`config.mk`:
```
export PLATFORM = sky130hd
export DESIGN_NAME = interval_literal_parser
export DESIGN_NICKNAME = d
export VERILOG_FILES = /design/src/rtl/ilp_pkg.sv /design/src/rtl/interval_literal_parser.sv
export SDC_FILE = /design/constraint.sdc
export NUM_CORES = 2
export LEC_CHECK = 0
export BUFFER_PORTS_ARGS = -buffer_cell sky130_fd_sc_hd__buf_4
export CORE_ASPECT_RATIO = 0.7
export CORE_MARGIN = 8
export CORE_UTILIZATION = 50
export DETAILED_ROUTE_END_ITERATION = 6
export GPL_TIMING_DRIVEN = 1
export PLACE_DENSITY_LB_ADDON = 0.1
export SETUP_SLACK_MARGIN = 0.5
export SYNTH_ARGS = -nofsm -noshare
export SYNTH_HDL_FRONTEND = slang
export SYNTH_SLANG_ARGS = --single-unit
export TNS_END_PERCENT = 20
```
`constraint.sdc`:
```
create_clock -name clock -period 18.6 [get_ports clock]
set_clock_uncertainty 0.15 [all_clocks]
set_input_delay 3.72 -clock clock [delete_from_list [all_inputs] [get_ports clock]]
set_output_delay 3.72 -clock clock [all_outputs]
set_load 0.05 [all_outputs]
```
`src/rtl/ilp_pkg.sv`:
```
`timescale 1ns / 1ps
package ilp_pkg;

   localparam int DEF_MAX_LEADING  = 18;
   localparam int DEF_MAX_FRACTION = 6;

   localparam int CSR_AW = 4;
   localparam int CSR_DW = 32;

   localparam logic [1:0] REG_START_FIELD        = 2'd0;
   localparam logic [1:0] REG_END_FIELD          = 2'd1;
   localparam logic [1:0] REG_LEADING_PRECISION  = 2'd2;
   localparam logic [1:0] REG_FRACTION_PRECISION = 2'd3;

   localparam logic [2:0] RST_START_FIELD        = 3'd0;
   localparam logic [2:0] RST_END_FIELD          = 3'd0;
   localparam logic [4:0] RST_LEADING_PRECISION  = 5'd2;
   localparam logic [2:0] RST_FRACTION_PRECISION = 3'd0;

   localparam logic [2:0] FIELD_YEAR     = 3'd0;
   localparam logic [2:0] FIELD_MONTH    = 3'd1;
   localparam logic [2:0] FIELD_DAY      = 3'd2;
   localparam logic [2:0] FIELD_HOUR     = 3'd3;
   localparam logic [2:0] FIELD_MINUTE   = 3'd4;
   localparam logic [2:0] FIELD_SECOND   = 3'd5;
   localparam logic [2:0] FIELD_FRACTION = 3'd6;

   localparam logic [7:0] CHAR_NUL   = 8'h00;
   localparam logic [7:0] CHAR_TAB   = 8'h09;
   localparam logic [7:0] CHAR_SPACE = 8'h20;
   localparam logic [7:0] CHAR_PLUS  = 8'h2b;
   localparam logic [7:0] CHAR_MINUS = 8'h2d;
   localparam logic [7:0] CHAR_DOT   = 8'h2e;
   localparam logic [7:0] CHAR_ZERO  = 8'h30;
   localparam logic [7:0] CHAR_NINE  = 8'h39;
   localparam logic [7:0] CHAR_COLON = 8'h3a;
   localparam logic [7:0] CHAR_CARET = 8'h5e;

   typedef enum logic [3:0] {
      PH_START,
      PH_BLANK1,
      PH_BLANK2,
      PH_LEAD,
      PH_PUNCT,
      PH_FIELD,
      PH_FRACSEL,
      PH_FRACFIRST,
      PH_FRAC,
      PH_TRAIL
   } phase_type;

   typedef struct packed {
      logic [7:0] text_char;
      logic [7:0] sign_char;
   } req_payload_type;

   typedef struct packed {
      logic signed [63:0] interval_count;
      logic               is_valid;
   } rsp_payload_type;

   function automatic logic [6:0] field_max(input logic [2:0] field);
      case (field)
         FIELD_MONTH:                 field_max = 7'd11;
         FIELD_HOUR:                  field_max = 7'd23;
         FIELD_MINUTE, FIELD_SECOND:  field_max = 7'd59;
         default:                     field_max = 7'd0;
      endcase
   endfunction

   function automatic logic [7:0] field_punc(input logic [2:0] field);
      case (field)
         FIELD_MONTH:                 field_punc = CHAR_MINUS;
         FIELD_HOUR:                  field_punc = CHAR_SPACE;
         FIELD_MINUTE, FIELD_SECOND:  field_punc = CHAR_COLON;
         default:                     field_punc = CHAR_CARET;
      endcase
   endfunction

   function automatic logic [23:0] pow10(input logic [2:0] k);
      case (k)
         3'd0:    pow10 = 24'd1;
         3'd1:    pow10 = 24'd10;
         3'd2:    pow10 = 24'd100;
         3'd3:    pow10 = 24'd1000;
         3'd4:    pow10 = 24'd10000;
         3'd5:    pow10 = 24'd100000;
         3'd6:    pow10 = 24'd1000000;
         default: pow10 = 24'd10000000;
      endcase
   endfunction

endpackage

```
`src/rtl/interval_literal_parser.sv`:
```
`timescale 1ns / 1ps
// interval literal parser
// req channel: one beat per literal character (text_char) with sign_char, which is
// sampled on the first character of a literal; a text_char of zero ends the literal.
// rsp channel: one beat per terminator, carrying the signed count in units of the
// end field (fraction scaled, modulo 2^64) and is_valid; the count is 0 when invalid.
// csr port: apb-style, start_field at 0x0, end_field at 0x4, leading_precision at
// 0x8, fraction_precision at 0xc; always ready, reads return the register value.
// throughput: one character per cycle while req_stall is low; the parser folds each
// character into its state with at most one multiply-add, by 10 or by a field's range.
// result path: the terminator beat is registered in the first stage behind the parser;
// the stages after it are negate, fraction-scale partial products, and the final add
// into the output register.
// when the receiver stalls, the pipeline keeps filling until every stage holds a
// beat; req_stall rises only when the first stage behind the parser is full and
// cannot move.
// reset: registers return to 0, 0, 2, 0, the parser waits for the start of a
// literal and the pipeline is empty.
module interval_literal_parser
   import ilp_pkg::*;
#(
   parameter int MAX_LEADING  = DEF_MAX_LEADING,
   parameter int MAX_FRACTION = DEF_MAX_FRACTION
) (
   input  logic                clock,
   input  logic                reset,
   input  logic                req_valid,
   output logic                req_stall,
   input  req_payload_type     req_payload,
   output logic                rsp_valid,
   input  logic                rsp_stall,
   output rsp_payload_type     rsp_payload,
   input  logic                csr_psel,
   input  logic                csr_penable,
   input  logic                csr_pwrite,
   input  logic [CSR_AW-1:0]   csr_paddr,
   input  logic [CSR_DW-1:0]   csr_pwdata,
   output logic [CSR_DW-1:0]   csr_prdata,
   output logic                csr_pready
);

   localparam int FDW = $clog2(MAX_FRACTION + 1);

   logic [2:0] start_field_ff, end_field_ff, fraction_precision_ff;
   logic [4:0] leading_precision_ff;

   phase_type     phase_ff, phase_in;
   logic [63:0]   accum_ff, accum_in;
   logic [2:0]    field_index_ff, field_index_in;
   logic [6:0]    field_value_ff, field_value_in;
   logic [4:0]    digit_count_ff, digit_count_in;
   logic [FDW-1:0] fraction_digits_ff, fraction_digits_in;
   logic          is_negative_ff, is_negative_in;
   logic          failed_ff, failed_in;
   logic [2:0]    scale_ff, scale_in;

   logic          qual_ok;
   logic [5:0]    prec;
   logic          pair_ok;

   logic          mul_en;
   logic [5:0]    mul_k;
   logic [6:0]    mul_add;
   logic          done;
   logic          lead_go;
   logic          fields_go;
   logic          frac_allowed;
   logic [7:0]    c;
   logic [7:0]    sgn;
   logic          c_blank, c_digit;

   logic          req_accept, term_beat, csr_write;
   logic          rdy1, rdy2, rdy3, rdy4;

   logic          s1_valid_ff, s1_neg_ff, s1_ok_ff;
   logic [63:0]   s1_accum_ff;
   logic [2:0]    s1_scale_ff;
   logic          s2_valid_ff, s2_ok_ff;
   logic [63:0]   s2_count_ff, s2_count_in;
   logic [2:0]    s2_scale_ff;
   logic          s3_valid_ff, s3_ok_ff;
   logic [55:0]   s3_lo_ff, s3_lo_in;
   logic [31:0]   s3_hi_ff, s3_hi_in;
   logic [23:0]   s2_pow;
   logic          rsp_valid_ff;
   rsp_payload_type rsp_payload_ff, rsp_payload_in;

   // configuration port
   assign csr_pready = 1'b1;
   assign csr_write  = csr_psel && csr_penable && csr_pwrite && csr_pready;

   always_ff @(posedge clock) begin
      if (reset) begin
         start_field_ff        <= RST_START_FIELD;
         end_field_ff          <= RST_END_FIELD;
         leading_precision_ff  <= RST_LEADING_PRECISION;
         fraction_precision_ff <= RST_FRACTION_PRECISION;
      end else if (csr_write) begin
         case (csr_paddr[3:2])
            REG_START_FIELD:        start_field_ff        <= csr_pwdata[2:0];
            REG_END_FIELD:          end_field_ff          <= csr_pwdata[2:0];
            REG_LEADING_PRECISION:  leading_precision_ff  <= csr_pwdata[4:0];
            REG_FRACTION_PRECISION: fraction_precision_ff <= csr_pwdata[2:0];
            default: ;
         endcase
      end
   end

   always_comb begin
      case (csr_paddr[3:2])
         REG_START_FIELD:        csr_prdata = {29'd0, start_field_ff};
         REG_END_FIELD:          csr_prdata = {29'd0, end_field_ff};
         REG_LEADING_PRECISION:  csr_prdata = {27'd0, leading_precision_ff};
         REG_FRACTION_PRECISION: csr_prdata = {29'd0, fraction_precision_ff};
         default:                csr_prdata = '0;
      endcase
   end

   // qualifier check
   always_comb begin
      pair_ok = 1'b1;
      case ({start_field_ff, end_field_ff})
         {FIELD_YEAR, FIELD_YEAR}, {FIELD_MONTH, FIELD_MONTH}, {FIELD_DAY, FIELD_DAY},
         {FIELD_HOUR, FIELD_HOUR}, {FIELD_MINUTE, FIELD_MINUTE},
         {FIELD_FRACTION, FIELD_FRACTION}:
            prec = {1'b0, leading_precision_ff};
         {FIELD_YEAR, FIELD_MONTH}, {FIELD_DAY, FIELD_HOUR}, {FIELD_HOUR, FIELD_MINUTE}:
            prec = {1'b0, leading_precision_ff} + 6'd2;
         {FIELD_DAY, FIELD_MINUTE}:
            prec = {1'b0, leading_precision_ff} + 6'd4;
         {FIELD_SECOND, FIELD_SECOND}:
            prec = {1'b0, leading_precision_ff} + {3'd0, fraction_precision_ff};
         {FIELD_MINUTE, FIELD_SECOND}:
            prec = {1'b0, leading_precision_ff} + 6'd2 + {3'd0, fraction_precision_ff};
         {FIELD_HOUR, FIELD_SECOND}:
            prec = {1'b0, leading_precision_ff} + 6'd4 + {3'd0, fraction_precision_ff};
         {FIELD_DAY, FIELD_SECOND}:
            prec = {1'b0, leading_precision_ff} + 6'd5 + {3'd0, fraction_precision_ff};
         default: begin
            prec    = '0;
            pair_ok = 1'b0;
         end
      endcase
      qual_ok = pair_ok && (prec != 6'd0)
         && !(leading_precision_ff == 5'd0 && start_field_ff < FIELD_SECOND)
         && !(fraction_precision_ff != 3'd0 && end_field_ff < FIELD_SECOND)
         && !(int'(leading_precision_ff) > MAX_LEADING)
         && !(int'(fraction_precision_ff) > MAX_FRACTION);
   end

   // character parser
   assign c       = req_payload.text_char;
   assign sgn     = req_payload.sign_char;
   assign c_blank = (c == CHAR_SPACE) || (c == CHAR_TAB);
   assign c_digit = c inside {[CHAR_ZERO:CHAR_NINE]};
   assign frac_allowed = (end_field_ff >= FIELD_SECOND) && (start_field_ff != FIELD_FRACTION);

   always_comb begin
      phase_in           = phase_ff;
      field_index_in     = field_index_ff;
      field_value_in     = field_value_ff;
      digit_count_in     = digit_count_ff;
      fraction_digits_in = fraction_digits_ff;
      is_negative_in     = is_negative_ff;
      failed_in          = failed_ff;
      scale_in           = scale_ff;
      mul_en             = 1'b0;
      mul_k              = 6'd10;
      mul_add            = 7'd0;
      done               = 1'b0;
      lead_go            = 1'b0;
      fields_go          = 1'b0;

      if (!qual_ok) failed_in = 1'b1;

      if (!failed_in) begin
         if (phase_in == PH_START) begin
            if (sgn != CHAR_PLUS && sgn != CHAR_MINUS) begin
               failed_in = 1'b1;
               done      = 1'b1;
            end else begin
               is_negative_in = (sgn == CHAR_MINUS);
               phase_in       = PH_BLANK1;
            end
         end

         if (!done && phase_in == PH_BLANK1) begin
            if (c_blank) begin
               done = 1'b1;
            end else if (c == (is_negative_in ? CHAR_MINUS : CHAR_PLUS)) begin
               phase_in = PH_BLANK2;
               done     = 1'b1;
            end else begin
               lead_go = 1'b1;
            end
         end else if (!done && phase_in == PH_BLANK2) begin
            if (c_blank) done = 1'b1;
            else lead_go = 1'b1;
         end

         if (lead_go) begin
            if (leading_precision_ff != 5'd0) begin
               phase_in       = PH_LEAD;
               digit_count_in = 5'd0;
            end else begin
               fields_go = 1'b1;
            end
         end

         if (!done && phase_in == PH_LEAD) begin
            if (c_digit) begin
               if (digit_count_in >= leading_precision_ff) begin
                  failed_in = 1'b1;
               end else begin
                  mul_en         = 1'b1;
                  mul_k          = 6'd10;
                  mul_add        = {3'd0, c[3:0]};
                  digit_count_in = digit_count_in + 5'd1;
               end
               done = 1'b1;
            end else if (digit_count_in == 5'd0) begin
               failed_in = 1'b1;
               done      = 1'b1;
            end else begin
               fields_go = 1'b1;
            end
         end

         if (fields_go) begin
            field_index_in = start_field_ff + 3'd1;
            phase_in = (field_index_in <= end_field_ff) ? PH_PUNCT : PH_FRACSEL;
         end

         if (!done && phase_in == PH_FIELD) begin
            if (c_digit) begin
               if (digit_count_in >= 5'd2) begin
                  failed_in = 1'b1;
               end else begin
                  field_value_in = 7'(field_value_in * 7'd10 + {3'd0, c[3:0]});
                  digit_count_in = digit_count_in + 5'd1;
               end
               done = 1'b1;
            end else if (digit_count_in == 5'd0
                         || field_value_in > field_max(field_index_in)) begin
               failed_in = 1'b1;
               done      = 1'b1;
            end else begin
               mul_en         = 1'b1;
               mul_k          = 6'(field_max(field_index_in) + 7'd1);
               mul_add        = field_value_in;
               field_index_in = field_index_in + 3'd1;
               phase_in = (field_index_in <= end_field_ff) ? PH_PUNCT : PH_FRACSEL;
            end
         end

         if (!done && phase_in == PH_PUNCT) begin
            if (c == field_punc(field_index_in)
                || (field_index_in == FIELD_HOUR && c == CHAR_COLON)) begin
               phase_in       = PH_FIELD;
               field_value_in = 7'd0;
               digit_count_in = 5'd0;
            end else begin
               failed_in = 1'b1;
            end
            done = 1'b1;
         end

         if (!done && phase_in == PH_FRACSEL) begin
            if (frac_allowed && c == CHAR_DOT) begin
               phase_in = PH_FRACFIRST;
               done     = 1'b1;
            end else begin
               if (frac_allowed) scale_in = fraction_precision_ff;
               phase_in = PH_TRAIL;
            end
         end else if (!done && phase_in == PH_FRACFIRST) begin
            if (c_digit) begin
               phase_in           = PH_FRAC;
               fraction_digits_in = '0;
            end else begin
               scale_in = fraction_precision_ff;
               phase_in = PH_TRAIL;
            end
         end

         if (!done && phase_in == PH_FRAC) begin
            if (c_digit) begin
               if (int'(fraction_digits_in) >= MAX_FRACTION) begin
                  failed_in = 1'b1;
               end else begin
                  mul_en             = 1'b1;
                  mul_k              = 6'd10;
                  mul_add            = {3'd0, c[3:0]};
                  fraction_digits_in = fraction_digits_in + FDW'(1);
               end
               done = 1'b1;
            end else if (int'(fraction_digits_in) > int'(fraction_precision_ff)) begin
               failed_in = 1'b1;
               done      = 1'b1;
            end else begin
               scale_in = 3'(int'(fraction_precision_ff) - int'(fraction_digits_in));
               phase_in = PH_TRAIL;
            end
         end

         if (!done && phase_in == PH_TRAIL) begin
            if (!(c_blank || c == CHAR_NUL)) failed_in = 1'b1;
            done = 1'b1;
         end
      end
   end

   assign accum_in = mul_en ? accum_ff * {58'd0, mul_k} + {57'd0, mul_add} : accum_ff;

   // handshake
   always_comb begin
      rdy4       = !rsp_valid_ff || !rsp_stall;
      rdy3       = !s3_valid_ff || rdy4;
      rdy2       = !s2_valid_ff || rdy3;
      rdy1       = !s1_valid_ff || rdy2;
      req_stall  = !rdy1;
      req_accept = req_valid && rdy1;
      term_beat  = req_accept && (c == CHAR_NUL);
   end

   always_ff @(posedge clock) begin
      if (reset) begin
         phase_ff           <= PH_START;
         accum_ff           <= '0;
         field_index_ff     <= '0;
         field_value_ff     <= '0;
         digit_count_ff     <= '0;
         fraction_digits_ff <= '0;
         is_negative_ff     <= 1'b0;
         failed_ff          <= 1'b0;
         scale_ff           <= '0;
      end else if (term_beat) begin
         phase_ff           <= PH_START;
         accum_ff           <= '0;
         field_index_ff     <= '0;
         field_value_ff     <= '0;
         digit_count_ff     <= '0;
         fraction_digits_ff <= '0;
         is_negative_ff     <= 1'b0;
         failed_ff          <= 1'b0;
         scale_ff           <= '0;
      end else if (req_accept) begin
         phase_ff           <= phase_in;
         accum_ff           <= accum_in;
         field_index_ff     <= field_index_in;
         field_value_ff     <= field_value_in;
         digit_count_ff     <= digit_count_in;
         fraction_digits_ff <= fraction_digits_in;
         is_negative_ff     <= is_negative_in;
         failed_ff          <= failed_in;
         scale_ff           <= scale_in;
      end
   end

   // result pipeline
   assign s2_count_in = !s1_ok_ff ? 64'd0 : (s1_neg_ff ? 64'd0 - s1_accum_ff : s1_accum_ff);
   assign s2_pow      = pow10(s2_scale_ff);
   assign s3_lo_in    = {24'd0, s2_count_ff[31:0]} * {32'd0, s2_pow};
   assign s3_hi_in    = 32'(s2_count_ff[63:32] * {8'd0, s2_pow});

   always_comb begin
      rsp_payload_in.interval_count = {s3_hi_ff, 32'd0} + {8'd0, s3_lo_ff};
      rsp_payload_in.is_valid       = s3_ok_ff;
   end

   always_ff @(posedge clock) begin
      if (reset) begin
         s1_valid_ff  <= 1'b0;
         s2_valid_ff  <= 1'b0;
         s3_valid_ff  <= 1'b0;
         rsp_valid_ff <= 1'b0;
      end else begin
         if (rdy1) s1_valid_ff  <= term_beat;
         if (rdy2) s2_valid_ff  <= s1_valid_ff;
         if (rdy3) s3_valid_ff  <= s2_valid_ff;
         if (rdy4) rsp_valid_ff <= s3_valid_ff;
      end
   end

   always_ff @(posedge clock) begin
      if (rdy1) begin
         s1_accum_ff <= accum_in;
         s1_scale_ff <= scale_in;
         s1_neg_ff   <= is_negative_in;
         s1_ok_ff    <= !failed_in && (phase_in == PH_TRAIL);
      end
      if (rdy2) begin
         s2_count_ff <= s2_count_in;
         s2_scale_ff <= s1_scale_ff;
         s2_ok_ff    <= s1_ok_ff;
      end
      if (rdy3) begin
         s3_lo_ff <= s3_lo_in;
         s3_hi_ff <= s3_hi_in;
         s3_ok_ff <= s2_ok_ff;
      end
      if (rdy4) rsp_payload_ff <= rsp_payload_in;
   end

   assign rsp_valid   = rsp_valid_ff;
   assign rsp_payload = rsp_payload_ff;

endmodule
```
After elaboration in Yosys (flattened, before gate mapping)
Cells that the tools add are included. W data, S select, Z words.

Output and inout port bits: 100. Logic and storage cells: 365. Register bits after elaboration: 400.

$lt $le $gt $ge: 14. Equality and inequality tests: 50. Bitwise operators: 1. Reduce and logical (&&, ||, !) cells: 74. $mul: 4. Add/subtract/negate cells: 18. Multiplexer cells: 175.

Operators by type and width (number): $pmux W24 S7 (1); $mux W64 (2); $pmux W32 S4 (1); $mux W4 (30); $mux W7 (15); $mux W1 (73); $mux W3 (23); $mux W6 (11); $add A64 B56 Y64 (1); $add A64 B7 Y64 (1); $mul A64 B6 Y64 (1); $sub A1 B64 Y64 const A (1); $mux W5 (12); $mul A32 B24 Y56 (1); $eq A6 B5 Y1 const B (7); $pmux W6 S7 (1); $eq A8 B6 Y1 const B (4); $mul A32 B24 Y32 (1); $logic_and A1 B1 Y1 (26); $eq A6 B6 Y1 const B (4); $eq A3 B3 Y1 const B (7); $pmux W7 S3 (1); $add A6 B3 Y6 (3); $logic_not A1 Y1 (18); 54 further kinds (91).

Logic depth before layout (Yosys ltp)
Depth after elaboration: 64. Mapped depth: 56.

Least setup slack after synthesis
OpenSTA, ideal clock, no wires.

Kind: input -> register. From: input port req_payload[7] (netlist bit). To: register s1_accum_ff[60], data pin. Data arrival time: 14.799 ns. Cell stages on the path: 50. Path buffers: 4. Setup slack: 3.389 ns. Data required time: 18.188 ns. Library setup time: 0.262 ns. Cell sequence: or2_2 a211oi_1 nor2_1 a2111o_1 buf_4 nand3_1 and2_1 inv_1 ha_1 inv_1 o211a_4 nor2_2 o21ai_0 ha_1 clkbuf_1 o21a_1 nor2_1 ha_1 [14 not listed] inv_1 fa_1 inv_1 ha_1 o21a_1 o21ai_0 o31ai_1 a41oi_1 a2111oi_0 o21ai_0 a21o_1 a21oi_1 a211o_1 a22o_1 o21ai_0 o21ai_0 xor2_1 mux2_1.

Word-level cells in the longest chain between the ends: 55.

Ends and longest elaborated chain: start, declared (RTL line interval_literal_parser.sv:29) `input req_payload_type req_payload,`; $ne A8 B6 Y1 (RTL line interval_literal_parser.sv:178) `if (sgn != CHAR_PLUS && sgn != CHAR_MINUS) begin`; $logic_and A1 B1 Y1 (RTL line interval_literal_parser.sv:178); $mux W1 (RTL line interval_literal_parser.sv:178); $mux W1 (RTL line interval_literal_parser.sv:177) `if (phase_in == PH_START) begin`; $mux W1 (RTL line interval_literal_parser.sv:176) `if (!failed_in) begin`; $mux W3 (RTL line interval_literal_parser.sv:190) `end else if (c == (is_negative_in ? CHAR_MINUS : CHAR_PLUS)) begin`; $eq A8 B6 Y1 (RTL line interval_literal_parser.sv:190); $mux W1 (RTL line interval_literal_parser.sv:190); [40 not listed]; $mux W6 (RTL line interval_literal_parser.sv:288) `if (int'(fraction_digits_in) >= MAX_FRACTION) begin`; $mux W6 (RTL line interval_literal_parser.sv:287) `if (c_digit) begin`; $mux W6 (RTL line interval_literal_parser.sv:286) `if (!done && phase_in == PH_FRAC) begin`; $mux W6 (RTL line interval_literal_parser.sv:176); $mul A64 B6 Y64 (RTL line interval_literal_parser.sv:313) `assign accum_in = mul_en ? accum_ff * {58'd0, mul_k} + {57'd0, mul_add} : accum_ff;`; $add A64 B7 Y64 (RTL line interval_literal_parser.sv:313); $mux W64 (*) (RTL line interval_literal_parser.sv:313); net accum_in[60] (RTL line interval_literal_parser.sv:48) `logic [63:0] accum_ff, accum_in;`; end signal, assigned (RTL line interval_literal_parser.sv:387) `s1_accum_ff <= accum_in;`; end, declared (RTL line interval_literal_parser.sv:76) `logic [63:0] s1_accum_ff;`.

Mark *: on every way through the listed nets, which the timed path passes. The rest lies on a longest branch. The select of a mux whose other input is x is not followed. A chain may end at the register's enable or synchronous reset.

Final worst setup path
Same ends and word-level chain as after synthesis.

==> impl_metrics.toml <==
[die]
initial_utilization = 0.501
dieArea_um2 = 145000
die_w_um = 452
die_y_um = 321
rows = 112
fp.coreArea_um2 = 133000
ios = 159

[timing]
maxSlewViolCount = 0
grt_setup_unrepaired = "false"
tightestPinTransition_ns = 1.15
min_period_ns = 16.45
fin_hold_ws_ns = 0.267
hold_viol_final = 0
period_share = 0.884
fin_tns_setup_ns = 0
setup_viol = 0
max_slew_margin = 0.223
max_freq_mhz = 60.8

[clock_tree]
cts_tree = "yes"
insertion_delay_ns = 0.68
htree_levels = 2
cts.root.buffer_cell = "clkbuf_16"
cts_num_sinks = 400
post_cts_resized = 0
clk_path_buf_depth = 3
clk_pin_slew_ns = 0.06
hold_buffers = 0
numCtsBuffers = 47
post_cts_buffers = 0

[route]
drc = 0
vias = 46311
final_antenna_net_count = 0
detail_route.vias_per_cell = 5.44
wl_um = 179000
wl_per_cell_um = 21.0
first_pass_iters = 5
drt-initial-drc-count = 3295

[synth]
synthMuxAreaShare = 0.0158
synth_compound_area_frac = 0.0692
ys.flop_type = "edfxtp_1"
yosys.area_share.xor_xnor = 0.0369
synth.distinct_cells = 100
async_reset_ff_frac = 0
yosysWarnings = 0
synth_fa_ha_area_frac = 0.455
synth-seq-cells = 400
synth-edff-count = 291
synth_simple_gate_area_share = 0.174
synthesis.area_um2 = 66400
ys_seq_area_frac = 0.164
postSynthCellCount = 6770
postSynthAreaPerCell_um2 = 9.81
synth_top_family_by_area = "adder cells"

[worst_setup_path]
rrSetupSlack_ns = 4.87
critPathArrivalTime_ns = 16.70
crit_start = "req_payload[7]"
startpoint_type = "primary input"
crit_type = "in2reg"
r2r_end = "s1_accum_ff[60]"
cp.buffers_inverters = 6
worstPathRequired_ns = 18.85
critPathTopFamily = "compound AO/OA/AOI/OAI gates"
crit_fanout = 40
crit_top_cell = "o21ai_0"
reg2reg_from = "phase_ff[3]"
cp-end-kind = "register"
ff2ff_path_depth = 48
max_stage_delay_ns = 0.65
cp_slowest_cell = "o21ai_0"

[global_route]
grt_max_degree = 78
grt_util_all_layers = 0.249
grt_pass1_vias = 48593
antenna_found_initial = 8
grt-ovfl-total = 0
grt_pass1_wl_um = 285000

[pwr]
power.density_nw_per_um2 = 29.1
vdd_drop_max_mv = 0.0607
p_total_mw = 2.05
leakage_nw = 35.4

[job]
cap_viol_max_count = 0

[hold_path]
hold_class = "reg2reg"
min_path_cells = 0
min_to = "rsp_payload[16]"
hold_start = "s3_lo_ff[15]"

[placed_design]
port_buffers = 101
place_congestion = 0.924
place_inst = 8415
dp_hpwl_um = 139000
placed_area_um2 = 68800

[outcome]
outcome = "finished, final reports clean"

[final_layout]
drive_gt1_frac = 0.0481
num-fill-cells = 12213
finalNonFillerCells = 8506
area_growth_syn_to_layout_pct = 5.99
final_area_um2 = 70400
nets = 8473
synthesized netlist by cell type (16+ instances only):
cell type | number | area share
o21a_1 | 43 | 0.0049
nor3_1 | 53 | 0.0040
nor2_1 | 179 | 0.010
nand4_1 | 23 | 0.0022
inv_1 | 1134 | 0.064
ha_1 | 554 | 0.10
fa_1 | 1163 | 0.35
o31ai_1 | 31 | 0.0035
mux2_1 | 58 | 0.0098
edfxtp_1 | 291 | 0.13
a21oi_1 | 226 | 0.017
nand2b_1 | 30 | 0.0028
nand3_1 | 56 | 0.0042
a21o_1 | 79 | 0.0089
nand2_1 | 522 | 0.029
and3_1 | 163 | 0.015
buf_2 | 16 | 0.0012
xnor2_1 | 219 | 0.029
clkbuf_1 | 259 | 0.015
mux2i_1 | 25 | 0.0038
o21ai_0 | 114 | 0.0086
a31oi_1 | 23 | 0.0022
o21bai_1 | 19 | 0.0021
xor2_1 | 61 | 0.0080
dfxtp_1 | 109 | 0.033
or3_1 | 16 | 0.0015
nor2b_1 | 153 | 0.014
and2_1 | 833 | 0.078
a211oi_1 | 26 | 0.0029
o211ai_1 | 19 | 0.0021
buf_4 | 37 | 0.0042
layout by cell type, fill, tap and decap left out, types with 29 or more instances in the layout:
| master | n |
|---|---|
| xor2_1 | 61 |
| nand3_1 | 54 |
| fa_1 | 1163 |
| and3_1 | 163 |
| nor2_1 | 178 |
| a21o_1 | 78 |
| o31ai_1 | 30 |
| inv_1 | 1133 |
| clkbuf_16 | 50 |
| and2_1 | 832 |
| nor2b_1 | 148 |
| o21ai_0 | 114 |
| xnor2_1 | 219 |
| edfxtp_1 | 291 |
| nor3_1 | 51 |
| nand2_1 | 520 |
| dfxtp_1 | 109 |
| nand2b_1 | 30 |
| conb_1 | 29 |
| mux2_1 | 58 |
| ha_1 | 554 |
| o21a_1 | 41 |
| a21oi_1 | 225 |
| buf_4 | 168 |
worst max-delay path by stage:
stage	endpoint	slack, ns	cells past startpoint
6_report	s1_accum_ff[60]	2.15	48
5_1_grt	s1_accum_ff[60]	1.20	52
4_1_cts	s1_accum_ff[60]	2.14	48
3_5_place_dp	s1_accum_ff[60]	1.44	47
3_3_place_gp	s1_accum_ff[60]	1.54	48
2_1_floorplan	s1_accum_ff[60]	3.39	50
power breakdown:
group | leakage [nW] | switching, mW | total [mW] | internal, mW
Clock | 0.766 | 0.429 | 0.973 | 0.544
Sequential | 4.47 | 0.00501 | 0.952 | 0.947
Combinational | 30.2 | 0.0861 | 0.126 | 0.0398
through the flow:
step	worst slack, ns	util
2_1_floorplan	3.39	-
3_3_place_gp	1.54	0.519
3_5_place_dp	1.44	0.519
4_1_cts	2.14	0.531
5_1_grt	1.20	0.531
6_report	2.15	0.531
cell families (layout without fill, tap and decap cells):
logic type                 Yosys count  in the layout
other                                2             32
and+or+nand+nor                   2123           2123
DFF                                400            400
adders and majority gates         1717           1717
xor gates and xnor gates           280            280
AOI/OAI and AO/OA                  702            702
muxes                               93             93
buffers and inverters             1453           1392
metal layers:
layer,GRT usage,share of wire,up-vias
met1,0.378,0.48,23485
met3,0.0546,0.081,168
met5,0,0,-
li1,-,-,21240
met2,0.369,0.42,1418
met4,0.0492,0.020,0
area by class of cell:
cell class,instances,area [µm²],share of cell area
Multi-Input combinational cell,4944,50200,0.712
Sequential cell,400,10900,0.155
Inverter,1135,4260,0.0605
Tap cell,1767,2210,0.0314
Clock buffer,68,1370,0.0194
Timing Repair Buffer,169,1280,0.0182
Clock inverter,20,201,0.00286
Antenna cell,3,7.51,0.000107
sequential cells by signal, indices dropped and copies added, names as in the netlist, 3 cells and up:
| register | flops |
|---|---|
| start_field_ff | 3 |
| s1_scale_ff | 3 |
| fraction_digits_ff | 3 |
| phase_ff | 4 |
| accum_ff | 64 |
| digit_count_ff | 5 |
| scale_ff | 3 |
| rsp_payload | 65 |
| field_index_ff | 3 |
| s2_count_ff | 64 |
| end_field_ff | 3 |
| s1_accum_ff | 64 |
| s3_hi_ff | 32 |
| field_value_ff | 7 |
| s2_scale_ff | 3 |
| s3_lo_ff | 56 |
| fraction_precision_ff | 3 |
| leading_precision_ff | 5 |
Power figures use the tool's default switching activity.
